**src/sv/bfe_pkg.sv**
```systemverilog
// bfe_pkg: shared constants, codes and types of the bitmap fragment expander
// depends on nothing; imported by every module of the block
`timescale 1ns / 1ps
`default_nettype none

package bfe_pkg;

	// default geometry
	localparam int DEF_SUBPIXEL_BITS = 4;
	localparam int DEF_COORD_BITS    = 12;
	localparam int DEF_FIFO_DEPTH    = 4;

	// widest coordinate the job queue carries (top of the coordinate range)
	localparam int COORD_MAX_W = 15;
	localparam int FRAG_W      = 12;

	// configuration port
	localparam int CFG_DATA_W  = 13;
	localparam int CFG_INDEX_W = 3;

	localparam logic [CFG_INDEX_W-1:0] CFG_ALIGN    = 3'd0;
	localparam logic [CFG_INDEX_W-1:0] CFG_ORIGIN_X = 3'd1;
	localparam logic [CFG_INDEX_W-1:0] CFG_ORIGIN_Y = 3'd2;
	localparam logic [CFG_INDEX_W-1:0] CFG_SPAN_W   = 3'd3;
	localparam logic [CFG_INDEX_W-1:0] CFG_SPAN_H   = 3'd4;

	localparam logic [1:0]  RST_ALIGN = 2'd2;
	localparam logic [12:0] RST_SPAN  = 13'd4096;

	// item kinds
	localparam logic [1:0] CMD_SET   = 2'd0;
	localparam logic [1:0] CMD_BEGIN = 2'd1;
	localparam logic [1:0] CMD_DATA  = 2'd2;

	typedef struct packed {
		logic [1:0]  align_code;
		logic [11:0] origin_x;
		logic [11:0] origin_y;
		logic [12:0] span_w;
		logic [12:0] span_h;
	} cfg_t;

	// one classified data byte: base pixel, row and the pixels to draw
	typedef struct packed {
		logic [COORD_MAX_W-1:0] x;
		logic [COORD_MAX_W-1:0] y;
		logic [7:0]             mask;
	} job_t;

endpackage

`default_nettype wire

```
**src/sv/bfe_fifo.sv**
```systemverilog
// bfe_fifo: short job queue between the classifying front and the emitting back
// depends on bfe_pkg (job_t)
`timescale 1ns / 1ps
`default_nettype none

module bfe_fifo import bfe_pkg::*; #(
	parameter int DEPTH = DEF_FIFO_DEPTH,
	localparam int PTR_W = (DEPTH > 1) ? $clog2(DEPTH) : 1,
	localparam int CNT_W = $clog2(DEPTH + 1)
) (
	input  wire logic             clk,
	input  wire logic             arst_n,
	input  wire logic             push,
	input  wire job_t             push_job,
	input  wire logic             pop,
	output job_t                  pop_job,
	output logic [CNT_W-1:0]      count,
	output logic                  empty
);

	job_t             slot_q [DEPTH];
	logic [PTR_W-1:0] wr_ptr_q;
	logic [PTR_W-1:0] rd_ptr_q;
	logic [CNT_W-1:0] count_q;

	localparam logic [PTR_W-1:0] PTR_LAST = PTR_W'(DEPTH - 1);

	always_ff @(posedge clk) begin
		if (push) begin
			slot_q[wr_ptr_q] <= push_job;
		end
	end

	always_ff @(posedge clk or negedge arst_n) begin
		if (!arst_n) begin
			wr_ptr_q <= '0;
			rd_ptr_q <= '0;
			count_q  <= '0;
		end else begin
			if (push) begin
				wr_ptr_q <= (wr_ptr_q == PTR_LAST) ? '0 : wr_ptr_q + 1'b1;
			end
			if (pop) begin
				rd_ptr_q <= (rd_ptr_q == PTR_LAST) ? '0 : rd_ptr_q + 1'b1;
			end
			if (push && !pop) begin
				count_q <= count_q + 1'b1;
			end else if (pop && !push) begin
				count_q <= count_q - 1'b1;
			end
		end
	end

	assign pop_job = slot_q[rd_ptr_q];
	assign count   = count_q;
	assign empty   = (count_q == '0);

endmodule

`default_nettype wire

```
**src/sv/bfe_front.sv**
```systemverilog
// bfe_front: accepts items, keeps raster and bitmap state, classifies data bytes
// depends on bfe_pkg (codes, cfg_t, job_t); feeds bfe_fifo
`timescale 1ns / 1ps
`default_nettype none

module bfe_front import bfe_pkg::*; #(
	parameter int SUBPIXEL_BITS = DEF_SUBPIXEL_BITS,
	parameter int COORD_BITS    = DEF_COORD_BITS,
	parameter int FIFO_DEPTH    = DEF_FIFO_DEPTH,
	localparam int CNT_W = $clog2(FIFO_DEPTH + 1)
) (
	input  wire logic               clk,
	input  wire logic               arst_n,
	input  wire logic               in_valid,
	output logic                    in_stall,
	input  wire logic [1:0]         command,
	input  wire logic signed [19:0] value_x,
	input  wire logic signed [19:0] value_y,
	input  wire logic signed [19:0] step_x,
	input  wire logic signed [19:0] step_y,
	input  wire logic [11:0]        size_w,
	input  wire logic [11:0]        size_h,
	input  wire logic               raster_ok,
	input  wire logic [7:0]         data_byte,
	input  wire cfg_t               cfg,
	input  wire logic [CNT_W-1:0]   q_count,
	output logic                    q_push,
	output job_t                    q_job
);

	localparam int XW = 24 - SUBPIXEL_BITS;
	localparam int PW = XW + 2;
	localparam logic signed [21:0]   HALF      = 22'(1 << (SUBPIXEL_BITS - 1));
	localparam logic signed [PW-1:0] COORD_LIM = PW'(1 << COORD_BITS);

	logic [19:0]          pos_x_q, pos_y_q;
	logic                 raster_valid_q;
	logic [19:0]          move_x_q, move_y_q;
	logic signed [XW-1:0] start_x_q, row_y_q;
	logic [11:0]          width_q, rows_q;
	logic [9:0]           byte_q;
	logic                 active_q, drawn_q;

	logic                 s1_valid_q;
	logic signed [XW:0]   s1_x_q;
	logic signed [XW-1:0] s1_y_q;
	logic [7:0]           s1_cand_q;

	logic                 accept;
	logic signed [21:0]   sum_x, sum_y;
	logic signed [XW-1:0] anchor_x, anchor_y;
	logic [9:0]           nbytes, align_m1;
	logic [10:0]          row_bytes, byte_next;
	logic                 row_end;
	logic [12:0]          first_px;
	logic [7:0]           cand;
	logic signed [XW:0]   x0;
	logic                 no_area;

	assign accept   = in_valid && !in_stall;
	assign in_stall = ({1'b0, q_count} + (CNT_W + 1)'(s1_valid_q)) >= (CNT_W + 1)'(FIFO_DEPTH);

	// pixel anchor: floor((raster + offset + half) / 2^subpixel)
	assign sum_x    = $signed({{2{pos_x_q[19]}}, pos_x_q}) + $signed({{2{value_x[19]}}, value_x})
		+ HALF;
	assign sum_y    = $signed({{2{pos_y_q[19]}}, pos_y_q}) + $signed({{2{value_y[19]}}, value_y})
		+ HALF;
	assign anchor_x = XW'(sum_x >>> SUBPIXEL_BITS);
	assign anchor_y = XW'(sum_y >>> SUBPIXEL_BITS);
	assign no_area  = (size_w == '0) || (size_h == '0);

	// row length in bytes, rounded up to the unpack alignment
	assign nbytes    = 10'((13'(width_q) + 13'd7) >> 3);
	assign align_m1  = 10'((11'd1 << cfg.align_code) - 11'd1);
	assign row_bytes = (11'(nbytes) + 11'(align_m1)) & ~11'(align_m1);
	assign byte_next = 11'(byte_q) + 11'd1;
	assign row_end   = byte_next >= row_bytes;

	assign first_px = {byte_q, 3'b000};
	assign x0       = (XW + 1)'(start_x_q) + (XW + 1)'($signed({1'b0, first_px}));

	always_comb begin
		for (int i = 0; i < 8; i++) begin
			cand[i] = data_byte[7-i] && ((14'(first_px) + 14'(i)) < 14'(width_q));
		end
	end

	always_ff @(posedge clk or negedge arst_n) begin
		if (!arst_n) begin
			pos_x_q        <= '0;
			pos_y_q        <= '0;
			raster_valid_q <= 1'b1;
			move_x_q       <= '0;
			move_y_q       <= '0;
			start_x_q      <= '0;
			row_y_q        <= '0;
			width_q        <= '0;
			rows_q         <= '0;
			byte_q         <= '0;
			active_q       <= 1'b0;
			drawn_q        <= 1'b0;
			s1_valid_q     <= 1'b0;
		end else begin
			s1_valid_q <= 1'b0;
			if (accept) begin
				case (command)
					CMD_SET: begin
						active_q       <= 1'b0;
						pos_x_q        <= value_x;
						pos_y_q        <= value_y;
						raster_valid_q <= raster_ok;
					end
					CMD_BEGIN: begin
						active_q <= 1'b0;
						move_x_q <= step_x;
						move_y_q <= step_y;
						if (no_area) begin
							if (raster_valid_q) begin
								pos_x_q <= pos_x_q + step_x;
								pos_y_q <= pos_y_q + step_y;
							end
						end else begin
							drawn_q <= raster_valid_q;
							if (raster_valid_q) begin
								start_x_q <= anchor_x;
								row_y_q   <= anchor_y;
							end
							width_q  <= size_w;
							rows_q   <= size_h;
							byte_q   <= '0;
							active_q <= 1'b1;
						end
					end
					CMD_DATA: begin
						if (active_q) begin
							s1_valid_q <= drawn_q && (cand != '0);
							if (row_end) begin
								byte_q  <= '0;
								row_y_q <= row_y_q + 1'b1;
								rows_q  <= rows_q - 1'b1;
								if (rows_q == 12'd1) begin
									active_q <= 1'b0;
									if (drawn_q) begin
										pos_x_q <= pos_x_q + move_x_q;
										pos_y_q <= pos_y_q + move_y_q;
									end
								end
							end else begin
								byte_q <= 10'(byte_next);
							end
						end
					end
					default: begin
					end
				endcase
			end
		end
	end

	// byte stage payload
	always_ff @(posedge clk) begin
		if (accept) begin
			s1_x_q    <= x0;
			s1_y_q    <= row_y_q;
			s1_cand_q <= cand;
		end
	end

	// scissor and surface test of the eight pixels and of the row
	logic signed [PW-1:0] px [8];
	logic signed [PW-1:0] dx [8];
	logic signed [PW-1:0] py, dy;
	logic [7:0]           x_ok;
	logic                 row_ok;
	logic [7:0]           mask;

	always_comb begin
		for (int i = 0; i < 8; i++) begin
			px[i]   = PW'(s1_x_q) + PW'(i);
			dx[i]   = px[i] - $signed(PW'(cfg.origin_x));
			x_ok[i] = (px[i] < COORD_LIM) && (dx[i] >= 0) && (dx[i] < $signed(PW'(cfg.span_w)));
		end
		py     = PW'(s1_y_q);
		dy     = py - $signed(PW'(cfg.origin_y));
		row_ok = (py >= 0) && (py < COORD_LIM) && (dy >= 0) && (dy < $signed(PW'(cfg.span_h)));
		mask   = s1_cand_q & x_ok & {8{row_ok}};
	end

	assign q_push     = s1_valid_q && (mask != '0);
	assign q_job.x    = COORD_MAX_W'(s1_x_q[COORD_BITS-1:0]);
	assign q_job.y    = COORD_MAX_W'(s1_y_q[COORD_BITS-1:0]);
	assign q_job.mask = mask;

endmodule

`default_nettype wire

```
**src/sv/bfe_back.sv**
```systemverilog
// bfe_back: drains queued jobs into the output register, one fragment per cycle
// unless the output stalls; depends on bfe_pkg (job_t, widths); fed by bfe_fifo
`timescale 1ns / 1ps
`default_nettype none

module bfe_back import bfe_pkg::*; #(
	parameter int COORD_BITS = DEF_COORD_BITS
) (
	input  wire logic          clk,
	input  wire logic          arst_n,
	input  wire logic          q_empty,
	input  wire job_t          q_job,
	output logic               q_pop,
	output logic               out_valid,
	input  wire logic          out_stall,
	output logic [FRAG_W-1:0]  frag_x,
	output logic [FRAG_W-1:0]  frag_y,
	output logic               last_of_run
);

	localparam logic [COORD_MAX_W-1:0] CMASK = COORD_MAX_W'((1 << COORD_BITS) - 1);

	logic [7:0]             cur_mask_q;
	logic [COORD_MAX_W-1:0] cur_x_q, cur_y_q;
	logic                   out_valid_q;
	logic [FRAG_W-1:0]      out_x_q, out_y_q;
	logic                   out_last_q;

	logic                   adv, have, emit, load;
	logic [2:0]             idx;
	logic [7:0]             rest;
	logic [COORD_MAX_W-1:0] x_sum;

	always_comb begin
		idx = '0;
		for (int i = 7; i >= 0; i--) begin
			if (cur_mask_q[i]) begin
				idx = 3'(i);
			end
		end
	end

	assign rest  = cur_mask_q & ~(8'd1 << idx);
	assign adv   = !out_valid_q || !out_stall;
	assign have  = (cur_mask_q != '0);
	assign emit  = adv && have;
	assign load  = !have || (emit && (rest == '0));
	assign q_pop = load && !q_empty;
	assign x_sum = (cur_x_q + COORD_MAX_W'(idx)) & CMASK;

	always_ff @(posedge clk or negedge arst_n) begin
		if (!arst_n) begin
			cur_mask_q  <= '0;
			out_valid_q <= 1'b0;
		end else begin
			if (q_pop) begin
				cur_mask_q <= q_job.mask;
			end else if (emit) begin
				cur_mask_q <= rest;
			end
			if (emit) begin
				out_valid_q <= 1'b1;
			end else if (adv) begin
				out_valid_q <= 1'b0;
			end
		end
	end

	always_ff @(posedge clk) begin
		if (q_pop) begin
			cur_x_q <= q_job.x;
			cur_y_q <= q_job.y;
		end
		if (emit) begin
			out_x_q    <= FRAG_W'(x_sum);
			out_y_q    <= FRAG_W'(cur_y_q);
			out_last_q <= (rest == '0);
		end
	end

	assign out_valid   = out_valid_q;
	assign frag_x      = out_x_q;
	assign frag_y      = out_y_q;
	assign last_of_run = out_last_q;

endmodule

`default_nettype wire

```
**src/sv/bitmap_fragment_expander.sv**
```systemverilog
// bitmap_fragment_expander: top level, configuration registers, front, job queue, back
// depends on bfe_pkg, bfe_front, bfe_fifo, bfe_back
// path: a data byte passes the byte stage register, the job queue, the current job register and the output register
// throughput: one item per cycle while bytes draw at most one fragment and the output is not
//   stalled; a byte that draws several fragments, up to 8 per byte, holds the fragment output until all have left
// reset: arst_n clears raster, bitmap and queue state and loads the register defaults
`timescale 1ns / 1ps
`default_nettype none

module bitmap_fragment_expander import bfe_pkg::*; #(
	parameter int SUBPIXEL_BITS = DEF_SUBPIXEL_BITS,
	parameter int COORD_BITS    = DEF_COORD_BITS,
	parameter int FIFO_DEPTH    = DEF_FIFO_DEPTH,
	localparam int CNT_W = $clog2(FIFO_DEPTH + 1)
) (
	input  wire logic                   clk,
	input  wire logic                   arst_n,
	// configuration writes
	input  wire logic                   cfg_we,
	input  wire logic [CFG_INDEX_W-1:0] cfg_index,
	input  wire logic [CFG_DATA_W-1:0]  cfg_data,
	// input items
	input  wire logic                   in_valid,
	output logic                        in_stall,
	input  wire logic [1:0]             command,
	input  wire logic signed [19:0]     value_x,
	input  wire logic signed [19:0]     value_y,
	input  wire logic signed [19:0]     step_x,
	input  wire logic signed [19:0]     step_y,
	input  wire logic [11:0]            size_w,
	input  wire logic [11:0]            size_h,
	input  wire logic                   raster_ok,
	input  wire logic [7:0]             data_byte,
	// fragments
	output logic                        out_valid,
	input  wire logic                   out_stall,
	output logic [FRAG_W-1:0]           frag_x,
	output logic [FRAG_W-1:0]           frag_y,
	output logic                        last_of_run
);

	// configuration registers; the user must write them only while the block is idle (the block
	// itself does not enforce this), so the front reads them directly
	cfg_t cfg_q;

	always_ff @(posedge clk or negedge arst_n) begin
		if (!arst_n) begin
			cfg_q.align_code <= RST_ALIGN;
			cfg_q.origin_x   <= '0;
			cfg_q.origin_y   <= '0;
			cfg_q.span_w     <= RST_SPAN;
			cfg_q.span_h     <= RST_SPAN;
		end else if (cfg_we) begin
			case (cfg_index)
				CFG_ALIGN:    cfg_q.align_code <= cfg_data[1:0];
				CFG_ORIGIN_X: cfg_q.origin_x   <= cfg_data[11:0];
				CFG_ORIGIN_Y: cfg_q.origin_y   <= cfg_data[11:0];
				CFG_SPAN_W:   cfg_q.span_w     <= cfg_data;
				CFG_SPAN_H:   cfg_q.span_h     <= cfg_data;
				default: begin
				end
			endcase
		end
	end

	// front to queue
	logic             q_push;
	job_t             q_push_job;
	logic [CNT_W-1:0] q_count;
	// queue to back
	logic             q_pop;
	job_t             q_pop_job;
	logic             q_empty;

	// front: item transfer, raster/bitmap state, byte classification with the
	// width, row and scissor tests; pushes only bytes that draw something
	bfe_front #(
		.SUBPIXEL_BITS (SUBPIXEL_BITS),
		.COORD_BITS    (COORD_BITS),
		.FIFO_DEPTH    (FIFO_DEPTH)
	) u_front (
		.clk       (clk),
		.arst_n    (arst_n),
		.in_valid  (in_valid),
		.in_stall  (in_stall),
		.command   (command),
		.value_x   (value_x),
		.value_y   (value_y),
		.step_x    (step_x),
		.step_y    (step_y),
		.size_w    (size_w),
		.size_h    (size_h),
		.raster_ok (raster_ok),
		.data_byte (data_byte),
		.cfg       (cfg_q),
		.q_count   (q_count),
		.q_push    (q_push),
		.q_job     (q_push_job)
	);

	// short queue decouples classification from fragment emission
	bfe_fifo #(
		.DEPTH (FIFO_DEPTH)
	) u_fifo (
		.clk      (clk),
		.arst_n   (arst_n),
		.push     (q_push),
		.push_job (q_push_job),
		.pop      (q_pop),
		.pop_job  (q_pop_job),
		.count    (q_count),
		.empty    (q_empty)
	);

	// back: walks the pixel mask of each job, one fragment transfer per cycle while the output is not stalled
	bfe_back #(
		.COORD_BITS (COORD_BITS)
	) u_back (
		.clk         (clk),
		.arst_n      (arst_n),
		.q_empty     (q_empty),
		.q_job       (q_pop_job),
		.q_pop       (q_pop),
		.out_valid   (out_valid),
		.out_stall   (out_stall),
		.frag_x      (frag_x),
		.frag_y      (frag_y),
		.last_of_run (last_of_run)
	);

endmodule

`default_nettype wire

```
**config.mk**
```make
export PLATFORM = sky130hd
export DESIGN_NAME = bitmap_fragment_expander
export DESIGN_NICKNAME = d
export VERILOG_FILES = /design/src/sv/bfe_pkg.sv /design/src/sv/bfe_fifo.sv /design/src/sv/bfe_front.sv /design/src/sv/bfe_back.sv /design/src/sv/bitmap_fragment_expander.sv
export SDC_FILE = /design/constraint.sdc
export NUM_CORES = 1
export LEC_CHECK = 0
export BUFFER_PORTS_ARGS = -buffer_cell sky130_fd_sc_hd__buf_4
export CORE_AREA = 10 10 373 375
export DETAILED_ROUTE_END_ITERATION = 12
export DIE_AREA = 0 0 383 385
export PLACE_DENSITY = 0.4
export SKIP_CTS_REPAIR_TIMING = 1
export SKIP_LAST_GASP = 1
export SLEW_MARGIN = 20
export SYNTH_ARGS = -nofsm -noshare
export SYNTH_HDL_FRONTEND = slang
export SYNTH_SLANG_ARGS = --single-unit
```
**constraint.sdc**
```tcl
create_clock -name clk -period 6.1 [get_ports clk]
set_input_delay 1.22 -clock clk [delete_from_list [all_inputs] [get_ports clk]]
set_output_delay 1.22 -clock clk [all_outputs]
set_load 0.02 [all_outputs]
```
==> Word level (Yosys, flattened, before mapping) <==
Memories as Yosys holds them, arrays and structs flattened.
Index checks and enable logic that the tools add are counted.
{ "classes": {"addsub": 44, "order_cmp": 38, "n_eq_ne": 16, "shifts": 2, "muxes": 53, "n_bitwise": 7, "reduce_logical": 73} }
{ "ops": {"columns": ["cell", "count"], "rows": [
  ["$mux W20", 16],
  ["$ge A22 B1 Y1 const B", 8],
  ["$lt A22 B14 Y1", 8],
  ["$lt A22 B14 Y1 const B", 7],
  ["$sub A22 B13 Y22", 7],
  ["$pmux W20 S3", 2],
  ["$lt A14 B12 Y1", 7],
  ["$add A19 B4 Y20 const B", 4],
  ["$add A20 B20 Y20", 4],
  ["$add A13 B3 Y14 const B", 4],
  ["$add A20 B20 Y21", 2],
  ["$add A19 B3 Y20 const B", 2],
  ["$pmux W20 S2", 1],
  ["$mux W12", 3],
  ["$logic_and A1 B1 Y1", 35],
  ["$mux W10", 3],
  ["$mux W3", 10],
  ["$add A13 B2 Y14 const B", 2],
  ["$and A8 B8 Y8", 3],
  ["$logic_not A12 Y1", 2],
  ["$pmux W12 S2", 1],
  ["$reduce_bool A8 Y1", 3],
  ["$add A21 B5 Y22 const B", 1],
  ["$add A22 B5 Y22 const B", 1],
  ["56 further kinds", 97]
]} }
{ "totals": {"register_bits": 320, "ramBits": 128, "in_bits": 136, "out_inout_bits": 27, "word_cells": 265, "n_memories": 1} }
{ "mem_list": {"columns": ["name", "words", "width", "rd", "rd_ports_with_merged_regs", "write_ports", "line", "rtl"], "rows": [
  ["u_fifo.slot_q", 4, 32, 1, 0, 1, "bfe_fifo.sv:21", "job_t slot_q [DEPTH];"]
]} }

==> Depth between registers and ports, before layout <==
{ "logic_depth": {"ltp_word": 18, "mapped_depth": 31, "mapped_depth_nobuf": 30} }

==> Hierarchy <==
A second synthesis with hierarchy kept.
{ "hier_totals": {"cells_unflattened": 3277, "area_unflattened_um2": 34101.5} }
{ "by_module_without_submodules": {"columns": ["mod", "instances", "cells_per_inst", "area_per_inst_um2", "seq_area_each_um2"], "rows": [
  ["bfe_front", 1, 2765, 23600.1, 5316.3],
  ["bfe_fifo", 1, 235, 5935.7, 4739.5],
  ["bfe_back", 1, 164, 2408.6, 1696.6],
  ["bitmap_fragment_expander", 1, 113, 2157.1, 1305.0]
]} }

==> Worst setup path after synthesis <==
Ideal clock, no wire load.
{ "synth_timing": {"kind": "register -> register", "start": "reg u_front.s1_x_q[2]", "end": "mem u_fifo.slot_q[0][0] (netlist bit), enable pin", "setup_ns": 0.421, "t_arrival_ns": 5.813, "t_required_ns": 5.679, "path_slack_ns": -0.134, "path_stages_with_launch": 21, "path_buffers": 3, "synth_period_minus_slack_ns": 6.234, "cell_sequence": "edfxtp_1 > clkbuf_1 > inv_1 > ha_1 > a21oi_1 > nand2b_1 > buf_2 > nor2_1 > xor2_1 > ha_1 > clkbuf_1 > or2_2 > and3_1 > a31o_2 > a21oi_1 > xor2_1 > or3_1 > or4_4 > a2111oi_4 > o41ai_4 > nor2_1"} }
{ "synth_via": {"elab_chain_len": 11, "word_cells_on_any_way": 61, "cone_classes": "add/sub (15); order compare (24); mux (2); bitwise (2); reduce/logical (18)"} }
{ "synth_lines": {"columns": ["element", "line", "rtl"], "rows": [
  ["start: declaration", "bfe_front.sv:45", "logic signed [XW:0] s1_x_q;"],
  ["start signal: assignment", "bfe_front.sv:163", "s1_x_q <= x0;"],
  ["$add A19 B2 Y20, or another cell as far along", "bfe_front.sv:179", "px[i] = PW'(s1_x_q) + PW'(i);"],
  ["$sub A22 B13 Y22", "bfe_front.sv:180", "dx[i] = px[i] - $signed(PW'(cfg.origin_x));"],
  ["$ge A22 B1 Y1", "bfe_front.sv:181", "x_ok[i] = (px[i] < COORD_LIM) && (dx[i] >= 0) && (dx[i] < $signed(PW'(cfg.span_w)));"],
  ["$logic_and A1 B1 Y1 (2 in series)", "bfe_front.sv:181", null],
  ["$and A8 B8 Y8 * (2 in series)", "bfe_front.sv:186", "mask = s1_cand_q & x_ok & {8{row_ok}};"],
  ["$reduce_bool A8 Y1 *", "bfe_front.sv:189", "assign q_push = s1_valid_q && (mask != '0);"],
  ["$logic_and A1 B1 Y1 *", "bfe_front.sv:189", null],
  ["$mux W1 *", "bfe_fifo.sv:29", "if (push) begin"],
  ["$mux W1 (implied by the code) *", "bfe_fifo.sv:30", "slot_q[wr_ptr_q] <= push_job;"],
  ["end: declaration", "bfe_fifo.sv:21", null]
]} }
Mark *: on every way between the ends. The rest lies on a longest branch, timed or not.

==> Worst setup path after layout <==
{ "layout_timing": {"start": "reg u_front.s1_x_q[0]", "end": "reg u_fifo.count_q[1] (netlist: u_fifo.count[1])"} }
{ "layout_via": {"elab_chain_len": 12, "word_cells_on_any_way": 64, "cone_classes": "add/sub (15); order compare (24); mux (1); bitwise (2); reduce/logical (22)"} }
{ "layout_lines": {"columns": ["element", "line", "rtl"], "rows": [
  ["$add A19 B2 Y20, or another cell as far along", "bfe_front.sv:179", null],
  ["$sub A22 B13 Y22", "bfe_front.sv:180", null],
  ["$ge A22 B1 Y1", "bfe_front.sv:181", null],
  ["$logic_and A1 B1 Y1 (2 in series)", "bfe_front.sv:181", null],
  ["$and A8 B8 Y8 * (2 in series)", "bfe_front.sv:186", null],
  ["$reduce_bool A8 Y1 *", "bfe_front.sv:189", null],
  ["$logic_and A1 B1 Y1 *", "bfe_front.sv:189", null],
  ["via q_push", "bitmap_fragment_expander.sv:67", "logic q_push;"],
  ["$logic_not A1 Y1", "bfe_fifo.sv:48", "end else if (pop && !push) begin"],
  ["$logic_and A1 B1 Y1", "bfe_fifo.sv:48", null],
  ["$reduce_bool A2 Y1 (no source line)", null, null],
  ["end signal: assignment", "bfe_fifo.sv:47", "count_q <= count_q + 1'b1;"],
  ["end signal: assignment", "bfe_fifo.sv:49", "count_q <= count_q - 1'b1;"],
  ["end: declaration", "bfe_fifo.sv:24", "logic [CNT_W-1:0] count_q;"]
]} }
The timed path passes the listed nets; every way through them passes the cells marked *.
A chain may end at the register's enable or synchronous reset.

==> qor.txt <==
status - finished clean
setup TNS - 0 ps
# Max-Cap Violations - 0
hold path cells - 0
TritonCTS clock tree - yes
nets@finish - 4009
crit path buf inv count - 5
CTS Buf Count - 58
worst-skew pair later-pin latency - 670 ps
top post-synthesis cells by area - edfxtp_1 21%, dfrtp_1 17%, ha_1 14%
placed insts - 5187
Final Setup Violations - 0
die area - 0.147 mm²
number of global-route vias before repair - 25.3k
cell taking the most area after synthesis - edfxtp_1
Startpoint Class - register
peak supply drop - 0.240 mV
overall power - 18.1 mW
Avg Cell Area, Syn - 10.1 µm²
antenna viol nets, final - 0
fmax - 172 MHz
Area Growth Syn to Fin - 18.9%
DP Wirelength - 82900 µm
Worst setup EP type - register
Slowest-stage cell, CP - edfxtp_1
first drt pass iteration count - 5
DR iter-0 viols - 1492
Die Height - 385 µm
core area - 0.131 mm²
CP Depth - 27
leak pwr - 15.9 nW
largest net degree at the start of global routing - 93
Crit path largest cell delay - 420 ps
yosys warns - 0
Least-Margin Pin Slew - 1030 ps
CP required - 6650 ps
PortBufs - 162
gr usage total - 0.141
Via-to-Cell Ratio - 4.72
root buf cell - clkbuf_16
Async SR Flop Fraction - 0.500
RSZ-0062 raised after global routing - true
synthesized area - 0.0328 mm²
Synth top area share - 0.205
Fin Hold WS - 417 ps
Slew headroom - 0.312
Slew Viols, Final - 0
first-pass GRT wire length - 162000 µm
Post-synth top cells - 364 x ha_1, 245 x nor2_1, 227 x a21oi_1, 224 x edfxtp_1, 220 x dfrtp_1
PwrDens - 464 mW/mm²
die width - 383 µm
HP Class - reg -> reg
post-route non-filler standard cell count - 5303
H-tree depth - 2
Final GP Congestion - 0.873
DRC Markers - 0
Wirelength per Cell - 20.0 µm
fin crit share - 0.953
layout cells sized above 1 - 0.172
Max FO, Critical Path - 3
clock-pin slew on the worst setup and hold paths - 60 ps
IO Count - 163
flops & latches, synth - 448
Layout Skew - 37.0 ps
Detailed Route WL - 106000 µm
CP Class - reg -> reg
Final Hold Vio Count - 0
FP Rows - 133
final core occ - 0.297
initial core utilization - 0.250
ys flop type - edfxtp_1
Unique masters post-synth - 100
delay-heaviest family, CP - compound AO/OA/AOI/OAI gates
post-route minimum period - 5810 ps
top-count cell post-synth - ha_1
initial antenna violation count - 4
total number of vias - 25.0k
grt ovf - 0
Critical Path AT - 6360 ps
Post-Synthesis Cells - 3258
CTS Buffer Depth - 3
EDFF count, synth - 224
FF-to-FF path depth - 27
Seq/Total Area, Yosys - 0.377
CTS sink cnt - 448
==> layout make-up <==
| type | count | area [µm²] |
|---|---|---|
| fillers | 13900 | 92200 |
| multi-input cells | 2543 | 19600 |
| flip-flops and latches | 448 | 12300 |
| repair buffers | 285 | 2270 |
| well taps | 1755 | 2200 |
| clock buffers | 82 | 1650 |
| inverters | 162 | 608 |
| clock inverters | 27 | 312 |
| diodes | 1 | 2.50 |
==> layout by cell type (no fill, tap or decap), types with 10 or more instances in the layout <==
master / synthesis / routed
xor2_1: 107 / 107
a31oi_1: 26 / 26
mux2_2: 109 / 109
edfxtp_1: 224 / 224
o21ai_0: 183 / 180
and2_1: 20 / 19
nand2_1: 210 / 209
o21a_1: 36 / 36
nor2_1: 245 / 239
nand3_1: 95 / 94
nor2b_1: 35 / 34
a21o_1: 71 / 71
xnor2_1: 198 / 196
a221oi_1: 13 / 11
clkbuf_1: 82 / 15
ha_1: 364 / 355
fa_1: 11 / 11
or2_2: 19 / 19
nor4_1: 34 / 32
a211o_1: 13 / 13
o211ai_1: 16 / 16
o2111ai_1: 13 / 11
nor3_1: 71 / 69
nand4_1: 25 / 25
buf_4: 1 / 274
o22a_1: 10 / 10
nand2b_1: 46 / 46
o31ai_1: 16 / 15
inv_1: 162 / 159
mux2i_1: 36 / 36
o21bai_1: 24 / 24
or3_1: 23 / 23
a21oi_1: 227 / 224
dfrtp_1: 220 / 219
buf_12: 0 / 10
and3_1: 24 / 24
mux4_2: 33 / 33
a211oi_1: 22 / 21
a21boi_0: 12 / 11
clkbuf_16: 0 / 60
==> logic make-up (layout without fill, tap and decap cells) <==
family,after synthesis,count (layout),synth area share
and+or+nand+nor,895,895,0.134
buffers and inverters,269,556,0.0333
other,1,4,0.000114
xor gates and xnor gates,305,305,0.0816
adders and majority gates,376,376,0.146
AOI/OAI and AO/OA,784,784,0.156
muxes,180,180,0.0721
DFF,448,448,0.377
==> through the flow <==
step | area, µm² | setup WS (ps)
final | 38900 | 289
after global routing | 38900 | -42.1
after CTS | 38800 | 63.1
after detailed placement | 36800 | 109
after global placement | 36800 | 227
after floorplan | 32800 | -134
==> per-layer routing <==
layer / GRT usage / up-vias / routed length (µm) / part of all wire
met4: 0.0294 / 8 / 1920 / 0.018
met3: 0.0205 / 111 / 4680 / 0.044
met2: 0.232 / 483 / 48900 / 0.46
met1: 0.195 / 11900 / 50700 / 0.48
met5: 0 / - / 53 / 0.00050
li1: - / 12500 / - / -
==> path summary, 6_finish.rpt <==
check / start / endpoint / slack, ps
max: u_front.s1_x_q[0] / u_fifo.count[1] / 290
min: u_back.cur_y_q[8] / u_back.frag_y[8] / 420
max reg2reg: u_front.s1_x_q[0] / u_fifo.count[1] / 290
min reg2reg: u_back.cur_y_q[8] / u_back.frag_y[8] / 420
max in group asynchronous: arst_n / u_fifo.rd_ptr_q[0] / 4560
min in group asynchronous: arst_n / u_front.move_y_q[10] / 500
==> sequential cells by signal (all words and copies together) (netlist names), 12 cells and up <==
| register | flops |
|---|---|
| cfg_q | 52 |
| u_back.cur_x_q | 12 |
| u_back.cur_y_q | 12 |
| u_back.frag_x | 12 |
| u_back.frag_y | 12 |
| u_fifo.slot_q | 128 |
| u_front.move_x_q | 20 |
| u_front.move_y_q | 20 |
| u_front.pos_x_q | 20 |
| u_front.pos_y_q | 20 |
| u_front.row_y_q | 20 |
| u_front.rows_q | 12 |
| u_front.s1_x_q | 19 |
| u_front.s1_y_q | 20 |
| u_front.start_x_q | 18 |
| u_front.width_q | 12 |
==> power breakdown <==
group | internal, mW | leakage [nW] | switching (mW)
Clock | 2.10 | 0.951 | 1.44
Combinational | 4.49 | 10.2 | 5.71
Sequential | 3.78 | 4.74 | 0.562
Total | 10.4 | 15.9 | 7.71
No activity file was read; power rests on OpenSTA's default activity.
